==> config.mk <==
export PLATFORM = sky130hd
export DESIGN_NAME = double_buffered_frame_receiver_top
export DESIGN_NICKNAME = d
export VERILOG_FILES = /design/src/design/dbfr_pkg.sv /design/src/design/dbfr_front.sv /design/src/design/dbfr_back.sv /design/src/design/double_buffered_frame_receiver_top.sv
export SDC_FILE = /design/constraint.sdc
export NUM_CORES = 1
export LEC_CHECK = 0
export CORE_MARGIN = 2
export CORE_UTILIZATION = 50
export DETAILED_ROUTE_END_ITERATION = 8
export DONT_BUFFER_PORTS = 1
export MAX_ROUTING_LAYER = met4
export SKIP_LAST_GASP = 1
export SYNTH_ARGS = -nofsm -noshare
export SYNTH_HDL_FRONTEND = slang
export SYNTH_SLANG_ARGS = --single-unit
==> constraint.sdc <==
create_clock -name clk -period 3.91 [get_ports clk]
set_input_delay 0.5865 -clock clk [delete_from_list [all_inputs] [get_ports clk]]
set_output_delay 0.5865 -clock clk [all_outputs]
set_load 0.01 [all_outputs]
==> src/design/dbfr_pkg.sv <==
// shared types and constants for the double buffered frame receiver
`timescale 1ns / 1ps

package dbfr_pkg;

  // default capacity of each frame buffer in bytes
  localparam int DEFAULT_BUF_BYTES = 32;

  // reset value of both header match registers
  localparam logic [7:0] HEADER_RESET = 8'hAA;

  // header, header, function, length and trailing byte around the payload
  localparam int FRAME_OVERHEAD = 5;

  // register indexes on the configuration port
  localparam logic REG_HEADER_FIRST  = 1'b0;
  localparam logic REG_HEADER_SECOND = 1'b1;

  // fixed buffer positions of the frame head
  localparam logic [4:0] IDX_HEADER_FIRST  = 5'd0;
  localparam logic [4:0] IDX_HEADER_SECOND = 5'd1;
  localparam logic [4:0] IDX_FUNCTION      = 5'd2;
  localparam logic [4:0] IDX_LENGTH        = 5'd3;
  localparam logic [4:0] IDX_BODY          = 5'd4;

  // receive sequencer states
  typedef enum logic [2:0] {
    ST_HUNT,
    ST_HEADER_SECOND,
    ST_FUNCTION,
    ST_LENGTH,
    ST_BODY
  } state_t;

  // classified byte passed from front to back
  typedef struct packed {
    logic [7:0] data;
    logic       hit_first;
    logic       hit_second;
    logic       length_ok;
  } entry_t;

  // one result item
  typedef struct packed {
    logic       store_valid;
    logic       store_buffer;
    logic [4:0] store_index;
    logic [7:0] store_data;
    logic       frame_done;
    logic       done_buffer;
    logic       length_error;
  } result_t;

endpackage

==> src/design/dbfr_front.sv <==
// front part: takes received bytes, classifies them and queues them
`timescale 1ns / 1ps

module dbfr_front #(
  parameter int BUF_BYTES = dbfr_pkg::DEFAULT_BUF_BYTES
) (
  input  logic            clk,
  input  logic            rst,
  input  logic            in_valid,
  output logic            in_stall,
  input  logic [7:0]      rx_byte,
  input  logic [7:0]      header_first,
  input  logic [7:0]      header_second,
  output logic            q_valid,
  output dbfr_pkg::entry_t q_entry,
  input  logic            q_pop
);
  import dbfr_pkg::*;

  localparam int QUEUE_DEPTH = 2;

  entry_t      q_mem [QUEUE_DEPTH];
  logic        wr_ptr;
  logic        rd_ptr;
  logic [1:0]  count;
  logic        push;
  entry_t      entry_in;
  logic [8:0]  length_sum;

  // classify the incoming byte against headers and buffer capacity
  always_comb begin
    length_sum          = {1'b0, rx_byte} + 9'(FRAME_OVERHEAD);
    entry_in.data       = rx_byte;
    entry_in.hit_first  = (rx_byte == header_first);
    entry_in.hit_second = (rx_byte == header_second);
    entry_in.length_ok  = (length_sum <= 9'(BUF_BYTES));
  end

  // queue handshake
  assign in_stall = (count == 2'(QUEUE_DEPTH));
  assign push     = in_valid && !in_stall;
  assign q_valid  = (count != 2'd0);
  assign q_entry  = q_mem[rd_ptr];

  // queue storage
  always_ff @(posedge clk) begin
    if (push) begin
      q_mem[wr_ptr] <= entry_in;
    end
  end

  // queue pointers and fill count
  always_ff @(posedge clk) begin
    if (rst) begin
      wr_ptr <= 1'b0;
      rd_ptr <= 1'b0;
      count  <= 2'd0;
    end else begin
      if (push) begin
        wr_ptr <= ~wr_ptr;
      end
      if (q_pop) begin
        rd_ptr <= ~rd_ptr;
      end
      count <= count + 2'(push) - 2'(q_pop);
    end
  end

  // queue never overfills
  a_count_bound: assert property (@(posedge clk) disable iff (rst)
    count <= 2'(QUEUE_DEPTH))
    else $error("queue count out of range");

  // back side only pops a filled queue
  a_pop_nonempty: assert property (@(posedge clk) disable iff (rst)
    q_pop |-> count != 2'd0)
    else $error("pop from empty queue");

  // a full queue with no pop stays full next cycle
  a_full_holds: assert property (@(posedge clk) disable iff (rst)
    (count == 2'(QUEUE_DEPTH)) && !q_pop |=> count == 2'(QUEUE_DEPTH))
    else $error("full queue lost an entry");

endmodule

==> src/design/dbfr_back.sv <==
// back part: frame sequencer with ping-pong buffer selection and result register
`timescale 1ns / 1ps

module dbfr_back #(
  parameter int BUF_BYTES = dbfr_pkg::DEFAULT_BUF_BYTES
) (
  input  logic              clk,
  input  logic              rst,
  input  logic              q_valid,
  input  dbfr_pkg::entry_t  q_entry,
  output logic              q_pop,
  output logic              out_valid,
  input  logic              out_stall,
  output dbfr_pkg::result_t res
);
  import dbfr_pkg::*;

  localparam int POS_W = $clog2(BUF_BYTES);

  state_t            state;
  state_t            state_next;
  logic [POS_W-1:0]  pos;
  logic [POS_W-1:0]  pos_next;
  logic [7:0]        frame_length;
  logic [7:0]        frame_length_next;
  logic              active_buffer;
  logic              active_buffer_next;
  logic              body_last;
  result_t           res_next;

  // take the next request when the result register is free or being drained
  assign q_pop = q_valid && (!out_valid || !out_stall);

  // last body byte sits at position length + 4
  assign body_last = (9'(pos) == ({1'b0, frame_length} + 9'(FRAME_OVERHEAD - 1)));

  // next state and frame bookkeeping
  always_comb begin
    state_next         = state;
    pos_next           = pos;
    frame_length_next  = frame_length;
    active_buffer_next = active_buffer;
    if (q_pop) begin
      case (state)
        ST_HUNT: begin
          if (q_entry.hit_first) begin
            state_next = ST_HEADER_SECOND;
          end
        end
        ST_HEADER_SECOND: begin
          if (q_entry.hit_second) begin
            state_next = ST_FUNCTION;
          end else begin
            state_next = ST_HUNT;
          end
        end
        ST_FUNCTION: begin
          state_next = ST_LENGTH;
        end
        ST_LENGTH: begin
          if (q_entry.length_ok) begin
            state_next        = ST_BODY;
            frame_length_next = q_entry.data;
            pos_next          = POS_W'(IDX_BODY);
          end else begin
            state_next = ST_HUNT;
          end
        end
        ST_BODY: begin
          if (body_last) begin
            state_next         = ST_HUNT;
            active_buffer_next = ~active_buffer;
          end else begin
            pos_next = pos + POS_W'(1);
          end
        end
        default: begin
          state_next = ST_HUNT;
        end
      endcase
    end
  end

  // result for the byte being taken
  always_comb begin
    res_next              = '0;
    res_next.store_buffer = active_buffer;
    case (state)
      ST_HUNT: begin
        if (q_entry.hit_first) begin
          res_next.store_valid = 1'b1;
          res_next.store_index = IDX_HEADER_FIRST;
          res_next.store_data  = q_entry.data;
        end
      end
      ST_HEADER_SECOND: begin
        if (q_entry.hit_second) begin
          res_next.store_valid = 1'b1;
          res_next.store_index = IDX_HEADER_SECOND;
          res_next.store_data  = q_entry.data;
        end
      end
      ST_FUNCTION: begin
        res_next.store_valid = 1'b1;
        res_next.store_index = IDX_FUNCTION;
        res_next.store_data  = q_entry.data;
      end
      ST_LENGTH: begin
        if (q_entry.length_ok) begin
          res_next.store_valid = 1'b1;
          res_next.store_index = IDX_LENGTH;
          res_next.store_data  = q_entry.data;
        end else begin
          res_next.length_error = 1'b1;
        end
      end
      ST_BODY: begin
        res_next.store_valid = 1'b1;
        res_next.store_index = 5'(pos);
        res_next.store_data  = q_entry.data;
        if (body_last) begin
          res_next.frame_done  = 1'b1;
          res_next.done_buffer = active_buffer;
        end
      end
      default: begin
        res_next = '0;
      end
    endcase
  end

  // sequencer registers
  always_ff @(posedge clk) begin
    if (rst) begin
      state         <= ST_HUNT;
      pos           <= '0;
      frame_length  <= 8'd0;
      active_buffer <= 1'b0;
    end else begin
      state         <= state_next;
      pos           <= pos_next;
      frame_length  <= frame_length_next;
      active_buffer <= active_buffer_next;
    end
  end

  // result register valid
  always_ff @(posedge clk) begin
    if (rst) begin
      out_valid <= 1'b0;
    end else if (q_pop) begin
      out_valid <= 1'b1;
    end else if (!out_stall) begin
      out_valid <= 1'b0;
    end
  end

  // result register payload
  always_ff @(posedge clk) begin
    if (q_pop) begin
      res <= res_next;
    end
  end

  // a completed frame is always a stored byte
  a_done_stores: assert property (@(posedge clk) disable iff (rst)
    out_valid && res.frame_done |-> res.store_valid && (res.done_buffer == res.store_buffer))
    else $error("frame done without store");

  // a length error never stores
  a_error_no_store: assert property (@(posedge clk) disable iff (rst)
    out_valid && res.length_error |-> !res.store_valid)
    else $error("length error with store");

  // finishing a frame flips the active buffer
  a_buffer_flip: assert property (@(posedge clk) disable iff (rst)
    q_pop && res_next.frame_done |=> active_buffer != $past(active_buffer))
    else $error("buffer did not switch after frame");

  // body position stays within the frame
  a_body_range: assert property (@(posedge clk) disable iff (rst)
    state == ST_BODY |-> (9'(pos) >= 9'(IDX_BODY)) &&
      (9'(pos) <= {1'b0, frame_length} + 9'(FRAME_OVERHEAD - 1)))
    else $error("body position out of frame");

endmodule

==> src/design/double_buffered_frame_receiver_top.sv <==
// top level of the double buffered frame receiver with its register port
//
//  channel   valid      stall      payload
//  input     in_valid   in_stall   rx_byte
//  output    out_valid  out_stall  store_*, frame_done, done_buffer, length_error
//  config    psel/penable/pwrite, pready   paddr, pwdata, prdata
//
// one byte per cycle sustained while out_stall stays low; an accepted byte passes a queue
// entry, then the result register, before its result shows on the outputs
// every accepted byte yields exactly one result item
// rst is synchronous and active high: hunting state, buffer 0, headers 0xAA
// in_stall rises only when the two-entry queue is full; out_stall backs up into it
`timescale 1ns / 1ps

module double_buffered_frame_receiver_top #(
  parameter int BUF_BYTES = dbfr_pkg::DEFAULT_BUF_BYTES
) (
  input  logic        clk,
  input  logic        rst,
  // byte input
  input  logic        in_valid,
  output logic        in_stall,
  input  logic [7:0]  rx_byte,
  // result output
  output logic        out_valid,
  input  logic        out_stall,
  output logic        store_valid,
  output logic        store_buffer,
  output logic [4:0]  store_index,
  output logic [7:0]  store_data,
  output logic        frame_done,
  output logic        done_buffer,
  output logic        length_error,
  // register port
  input  logic        psel,
  input  logic        penable,
  input  logic        pwrite,
  input  logic [2:0]  paddr,
  input  logic [31:0] pwdata,
  output logic [31:0] prdata,
  output logic        pready
);
  import dbfr_pkg::*;

  logic       reg_write;
  logic       reg_sel;
  logic [7:0] header_first;
  logic [7:0] header_second;
  logic       q_valid;
  logic       q_pop;
  entry_t     q_entry;
  result_t    res;

  // register port decode
  assign pready    = 1'b1;
  assign reg_write = psel && penable && pwrite && pready;
  assign reg_sel   = paddr[2];

  // header match registers
  always_ff @(posedge clk) begin
    if (rst) begin
      header_first  <= HEADER_RESET;
      header_second <= HEADER_RESET;
    end else if (reg_write) begin
      case (reg_sel)
        REG_HEADER_FIRST:  header_first  <= pwdata[7:0];
        REG_HEADER_SECOND: header_second <= pwdata[7:0];
        default: begin
          header_first <= header_first;
        end
      endcase
    end
  end

  // register readback
  always_comb begin
    case (reg_sel)
      REG_HEADER_FIRST:  prdata = {24'd0, header_first};
      REG_HEADER_SECOND: prdata = {24'd0, header_second};
      default:           prdata = 32'd0;
    endcase
  end

  dbfr_front #(
    .BUF_BYTES(BUF_BYTES)
  ) u_front (
    .clk          (clk),
    .rst          (rst),
    .in_valid     (in_valid),
    .in_stall     (in_stall),
    .rx_byte      (rx_byte),
    .header_first (header_first),
    .header_second(header_second),
    .q_valid      (q_valid),
    .q_entry      (q_entry),
    .q_pop        (q_pop)
  );

  dbfr_back #(
    .BUF_BYTES(BUF_BYTES)
  ) u_back (
    .clk      (clk),
    .rst      (rst),
    .q_valid  (q_valid),
    .q_entry  (q_entry),
    .q_pop    (q_pop),
    .out_valid(out_valid),
    .out_stall(out_stall),
    .res      (res)
  );

  // result fields to ports
  assign store_valid  = res.store_valid;
  assign store_buffer = res.store_buffer;
  assign store_index  = res.store_index;
  assign store_data   = res.store_data;
  assign frame_done   = res.frame_done;
  assign done_buffer  = res.done_buffer;
  assign length_error = res.length_error;

endmodule

==> impl_metrics.env, run 1 <==
export IMPL_sum_of_overflow_across_all_layers_after_global_routing=0
export IMPL_floorplan_initialDensity_pct=51.1
export IMPL_max_slew_worst_pin_slew_ps=921
export IMPL_clock_insertion_delay_at_the_later_pin_of_the_skew_report_ps=360
export IMPL_post_synth_most_frequent_cells="sky130_fd_sc_hd__edfxtp_1 (40), sky130_fd_sc_hd__dfxtp_1 (39), sky130_fd_sc_hd__nor2_1 (35)"
export IMPL_cap_viol_max_count=0
export IMPL_outcome="finished, final reports clean"
export IMPL_antenna_violating_nets_post_route=0
export IMPL_synthesis_area_per_instance_sq_um=10.9
export IMPL_grt_setup_unrepaired="false"
export IMPL_portion_of_the_clock_cycle_consumed_by_the_worst_path_in_the_final_layout_pct=59.7
export IMPL_synth_top_cell_by_area="sky130_fd_sc_hd__edfxtp_1"
export IMPL_slew_violations=0
export IMPL_layout_nets=386
export IMPL_synth_top_cell_area_share_pct=33.0
export IMPL_worst_endpoint_arrival_ps=2410
export IMPL_critical_path_required_ps=3990
export IMPL_fillCellCount=658
export IMPL_timing_critical_path_from_type="flip-flop"
export IMPL_synth_cells=333
export IMPL_drt_first_iter_violations=86
export IMPL_ys_dominant_reg_cell="sky130_fd_sc_hd__edfxtp_1"
export IMPL_grt_pass1_vias=2152
export IMPL_area_of_the_multi_input_gates_sq_um=1460
export IMPL_cts_htree_levels=3
export IMPL_final_hold_worst_slack_ps=285
export IMPL_final_hold_viol_count=0
export IMPL_layoutNonFillerInstCount=436
export IMPL_antenna_cells_inserted=0
export IMPL_num_vias=2271
export IMPL_synthDistinctLibCells=48
export IMPL_numCtsBuffers=9
export IMPL_port_buffers=0
export IMPL_cts_resized=0
export IMPL_hold_path_class="primary input to flip-flop"
export IMPL_rows=31
export IMPL_timing_clock_skew_ps=11.9
export IMPL_post_route_cells_drive_above_1_share_pct=8.90
export IMPL_horizontal_die_dimension_um=89.4
export IMPL_pwr_density_cell_nw_per_um2=570
export IMPL_synth_seq_area_share_pct=54.4
export IMPL_ff_latch_area_sq_um=1980
export IMPL_totalWireLength_mm=6.35
export IMPL_hpwl_mm=4.53
export IMPL_setup_viol=0
export IMPL_async_reset_ff_share_pct=0
export IMPL_fin_crit_ps=2330
export IMPL_fp_dieArea_sq_um=7990
export IMPL_cts_hold_buffers_added=0
export IMPL_setup_worst_path_end_class="flip-flop"
export IMPL_avgViaCountPerCell=5.21
export IMPL_ctsLongestPathBuffers=2
export IMPL_max_vdd_ir_drop_mv=0.206
export IMPL_cp_max_fo=12
export IMPL_timing_max_slew_rel_slack_pct=38.4
export IMPL_report_power_total_mw=2.18
export IMPL_ctsRootBufferMaster="sky130_fd_sc_hd__clkbuf_8"
export IMPL_core_region_area_sq_um=7140
export IMPL_post_route_drc=0
export IMPL_placed_cells_incl_taps=420
export IMPL_die_h_um=89.4
export IMPL_top_area_cells_in_the_synthesized_netlist="sky130_fd_sc_hd__edfxtp_1 (33%), sky130_fd_sc_hd__dfxtp_1 (21%), sky130_fd_sc_hd__buf_4 (5.4%), sky130_fd_sc_hd__xnor2_1 (5.3%), sky130_fd_sc_hd__mux2i_1 (4.9%)"
export IMPL_post_synth_instance_area_sq_um=3640
export IMPL_ys_warnings_count=0
export IMPL_areaGrowthSynthToFinish_pct=5.18
export IMPL_max_clock_freq_mhz=429
export IMPL_layout_cell_area_non_filler_sq_um=3830
export IMPL_post_cts_repair_setup_buffers=0
export IMPL_p_leak_nw=1.38
export IMPL_dr_pass1_iters=4
export IMPL_path_clk_slew_ps=80
export IMPL_synth_most_common_cell="sky130_fd_sc_hd__edfxtp_1"
export IMPL_antenna_found_initial=0
export IMPL_cts_sinks=79
export IMPL_globalRouteTotalUtil_pct=18.0
export IMPL_number_of_flops_mapped_to_enable_cells_by_yosys=40
export IMPL_avgRoutedWirePerCell_um=14.6
export IMPL_postPlaceCellArea_sq_um=3630
export IMPL_critPathKind="flip-flop to flip-flop"
export IMPL_gp_congestion=0.781
export IMPL_cts_tree="built"
export IMPL_wire_length_of_the_first_global_routing_pass_mm=10.5
export IMPL_setup_total_negative_slack_ps=0
export IMPL_synth_seq_cells=79
export IMPL_io_pin_count=103
export IMPL_grt_start_max_net_pins=32
[cell families after synthesis]
| logic type | share of synthesized area, % |
|---|---|
| AND/OR/NAND/NOR | 13.3 |
| multiplexers | 7.42 |
| buffers and inverters | 7.93 |
| XOR/XNOR | 6.73 |
| flip-flops | 54.4 |
| other | 0.206 |
| AO/OA/AOI/OAI | 8.65 |
| adder cells (fa/ha/maj) | 1.37 |
[power breakdown]
part,internal [mW],switching [mW]
logic,0.136,0.233
clock network,0.302,0.321
registers,1.07,0.125
total,1.51,0.680
[flip-flops by register name, indices dropped and copies added (netlist names), 2 cells and up, named ones only]
name,cells
header_first,8
u_back.pos,5
u_front.q_mem,22
u_back.frame_length,8
u_back.state,3
header_second,8
u_back.res,18
u_front.count,2
[final cells by class]
| cell class | instances | area share (%) |
|---|---|---|
| clock buffer | 9 | 3.23 |
| sequential | 79 | 51.7 |
| clock inverter | 7 | 2.09 |
| tap | 99 | 3.23 |
| timing repair buffer | 2 | 0.392 |
| inverter | 13 | 1.27 |
| multi-input combinational | 227 | 38.1 |
[final timing paths]
kind	from	to	slack, ps	cells past startpoint
setup reg to reg	flip-flop	u_back.res[3]$_DFFE_PP_	1580	5
setup / recovery	flip-flop	u_back.res[3]$_DFFE_PP_	1580	5
hold reg to reg	header_second[4]$_SDFFE_PP0P_	header_second[4]$_SDFFE_PP0P_	490	2
hold / removal	rst	u_back.pos[4]$_SDFFE_PP0P_	280	1
[worst max-delay path, cell delays in order (launching register included)]
cell                       delay (ps)
sky130_fd_sc_hd__dfxtp_1          720
sky130_fd_sc_hd__nor2b_1          100
sky130_fd_sc_hd__a211oi_1         290
sky130_fd_sc_hd__o21ai_0          140
sky130_fd_sc_hd__a211oi_2         630
sky130_fd_sc_hd__nor2_1           170
[through the flow]
step / util [%] / setup WS (ps)
after floorplan: - / 1640
after global placement: 50.9 / 1570
after detailed placement: 50.9 / 1530
after CTS: 53.7 / 1530
after global routing: 53.7 / 1390
final: 53.7 / 1580
[layer usage]
metal  part of all wire [%]  track usage [%]  up-vias
li1                       -                -     1128
met4                    1.4             7.73        0
met3                    5.6             5.08        9
met2                     47             27.1       71
met5                      0                -        -
met1                     46             22.7     1063
[cell usage in the layout (no fill, tap or decap), drive strengths merged, types with 2 or more instances in the layout]
cell type  instances
inv               16
mux2               8
dfxtp             39
clkbuf             9
o21ai              5
a21oi              7
mux2i             18
xnor2             22
nor3               3
ha                 4
a211oi            10
nor2              35
nand3             10
xor2               3
edfxtp            40
o31a               3
a31oi              3
buf                2
nand2             25
nor2b              2
and2               5
or3                2
o31ai              2
nor4               2
a311oi             3
conb              25
nand4              8
and3               6
clkinvlp           2
Power figures use the tool's default switching activity.
==> run 2: changes to the inputs <==
Clock period 3.91 ns to 2.4 ns, I/O delays scaled along.
==> run 2 against run 1 <==
Net effect: sequential power grew 61%; total power grew 62%; flip-flop and latch count is the same; design area grew 0.55%; setup slack lost 1300 ps; hold slack lost 210 ps; clock power grew 55%; first-iteration DRC count grew 24%; combinational power grew 78%; clock skew shrank 5.8 ps; largest power group unchanged; highest routed layer unchanged.
==> impl_metrics.env, run 2 (synthesized netlist as in run 1, its figures left out) <==
export IMPL_critical_path_required_ps=2640
export IMPL_port_buffers=0
export IMPL_largest_register_ffs=22
export IMPL_gp_congestion=0.791
export IMPL_ctsLongestPathBuffers=2
export IMPL_grt_setup_unrepaired="false"
export IMPL_globalRouteTotalUtil_pct=18.1
export IMPL_avgRoutedWirePerCell_um=14.3
export IMPL_hp_start="rst"
export IMPL_grt_start_max_net_pins=32
export IMPL_setup_total_negative_slack_ps=0
export IMPL_max_vdd_ir_drop_mv=0.392
export IMPL_antenna_cells_inserted=0
export IMPL_areaGrowthSynthToFinish_pct=5.77
export IMPL_hpwl_mm=4.45
export IMPL_critPathKind="flip-flop to flip-flop"
export IMPL_die_h_um=89.4
export IMPL_grt_pass1_vias=2167
export IMPL_drt_first_iter_violations=107
export IMPL_cts_hold_buffers_added=0
export IMPL_cap_viol_max_count=0
export IMPL_max_clock_freq_mhz=462
export IMPL_report_power_total_mw=3.54
export IMPL_layoutNonFillerInstCount=440
export IMPL_worst_endpoint_arrival_ps=2410
export IMPL_p_leak_nw=1.41
export IMPL_cts_tree="built"
export IMPL_area_of_the_multi_input_gates_sq_um=1460
export IMPL_final_common_cell="sky130_fd_sc_hd__edfxtp_1"
export IMPL_antenna_found_initial=0
export IMPL_floorplan_initialDensity_pct=51.1
export IMPL_sum_of_overflow_across_all_layers_after_global_routing=0
export IMPL_cts_sinks=79
export IMPL_post_cts_repair_setup_buffers=0
export IMPL_hold_depth=1
export IMPL_cp_max_fo=9
export IMPL_avgViaCountPerCell=5.21
export IMPL_registers_top_by_ff_count="u_front.q_mem"
export IMPL_wire_length_of_the_first_global_routing_pass_mm=10.4
export IMPL_reg2reg_setup_slack_ps=240
export IMPL_outcome="finished, final reports clean"
export IMPL_dr_pass1_iters=4
export IMPL_slew_violations=0
export IMPL_hold_path_end="u_back.pos[4]$_SDFFE_PP0P_"
export IMPL_hold_path_class="primary input to flip-flop"
export IMPL_fin_crit_ps=2160
export IMPL_placed_cells_incl_taps=424
export IMPL_timing_rr_start="u_front.count[1]$_SDFF_PP0_"
export IMPL_max_slew_worst_pin_slew_ps=810
export IMPL_portion_of_the_clock_cycle_consumed_by_the_worst_path_in_the_final_layout_pct=90.1
export IMPL_fp_dieArea_sq_um=7990
export IMPL_antenna_violating_nets_post_route=0
export IMPL_io_pin_count=103
export IMPL_ctsRootBufferMaster="sky130_fd_sc_hd__clkbuf_8"
export IMPL_pwr_density_cell_nw_per_um2=917
export IMPL_biggestRegsByFlops="u_front.q_mem (22), u_back.res (18)"
export IMPL_cts_resized=0
export IMPL_worst_reg2reg_path_length_in_cells=8
export IMPL_final_hold_viol_count=0
export IMPL_num_vias=2293
export IMPL_setup_viol=0
export IMPL_horizontal_die_dimension_um=89.4
export IMPL_timing_critical_path_from_type="flip-flop"
export IMPL_totalWireLength_mm=6.30
export IMPL_cts_htree_levels=3
export IMPL_timing_clock_skew_ps=6.07
export IMPL_rows=31
export IMPL_mostFrequentLayoutCells="sky130_fd_sc_hd__edfxtp_1 (40), sky130_fd_sc_hd__dfxtp_1 (39), sky130_fd_sc_hd__nor2_1 (35)"
export IMPL_numCtsBuffers=9
export IMPL_core_region_area_sq_um=7140
export IMPL_layout_nets=390
export IMPL_r2r_end="u_front.count[1]$_SDFF_PP0_"
export IMPL_fillCellCount=661
export IMPL_post_route_drc=0
export IMPL_timing_max_slew_rel_slack_pct=46.0
export IMPL_path_clk_slew_ps=80
export IMPL_setup_worst_path_end_class="flip-flop"
export IMPL_ff_latch_area_sq_um=1980
export IMPL_clock_insertion_delay_at_the_later_pin_of_the_skew_report_ps=350
export IMPL_post_route_cells_drive_above_1_share_pct=9.97
[run 2: cell types whose count changed in the layout (fill, tap and decap cells not counted)]
cell and delta:
sky130_fd_sc_hd__clkinvlp_4 -2, sky130_fd_sc_hd__clkinv_4 +1, sky130_fd_sc_hd__buf_4 +4, sky130_fd_sc_hd__inv_6 -2, sky130_fd_sc_hd__clkinv_2 +3
[run 2: worst max-delay path by stage]
stage                                      startpoint                     endpoint  slack (ps)  cells past startpoint
final                     u_front.count[1]$_SDFF_PP0_  u_front.count[1]$_SDFF_PP0_         240                      8
after global routing      u_front.count[1]$_SDFF_PP0_  u_front.count[1]$_SDFF_PP0_          70                      8
after CTS                 u_front.count[1]$_SDFF_PP0_  u_front.count[1]$_SDFF_PP0_         260                      8
after detailed placement  u_front.count[1]$_SDFF_PP0_  u_front.count[1]$_SDFF_PP0_         270                      8
after global placement    u_front.count[1]$_SDFF_PP0_  u_front.count[1]$_SDFF_PP0_         320                      8
after floorplan           u_front.count[1]$_SDFF_PP0_  u_front.count[1]$_SDFF_PP0_         240                      8
[run 2: cell type report]
type                       instances  share of cell area, %
sequential                        79                   51.4
inverter                          13                   1.27
tap                               99                   3.21
clock buffer                       9                   3.21
multi-input combinational        227                   37.9
timing repair buffer               6                   1.17
clock inverter                     7                   1.85
[run 2: layer usage]
layer	GRT usage (%)	routed length, um	vias to the layer above
met5	-	0	-
met4	8.55	142	0
met3	4.43	298	13
met2	27.3	2910	73
met1	22.7	2950	1068
li1	-	-	1139
[run 2: per-stage QoR]
step	hold slack, ps	area (sq um)	util [%]	worst slack (ps)
floorplan	458	3730	-	240
finish	70.8	3850	54.0	237
global route	52.5	3850	54.0	65.4
detailed placement	436	3660	51.3	272
global placement	434	3660	51.3	316
CTS	58.5	3850	54.0	256
[run 2: power breakdown]
group,switching (mW),leakage (nW),internal [mW]
Clock,0.488,0.103,0.482
Sequential,0.172,0.701,1.74
Combinational,0.407,0.603,0.250
[run 2: worst max-delay path, cell delays in order, from the launching register on]
cell	delay, ps
sky130_fd_sc_hd__dfxtp_1	340
sky130_fd_sc_hd__o2bb2ai_1	650
sky130_fd_sc_hd__inv_1	170
sky130_fd_sc_hd__ha_1	330
sky130_fd_sc_hd__inv_1	50
sky130_fd_sc_hd__ha_1	150
sky130_fd_sc_hd__xor2_1	180
sky130_fd_sc_hd__xnor2_1	140
sky130_fd_sc_hd__nor2_1	50
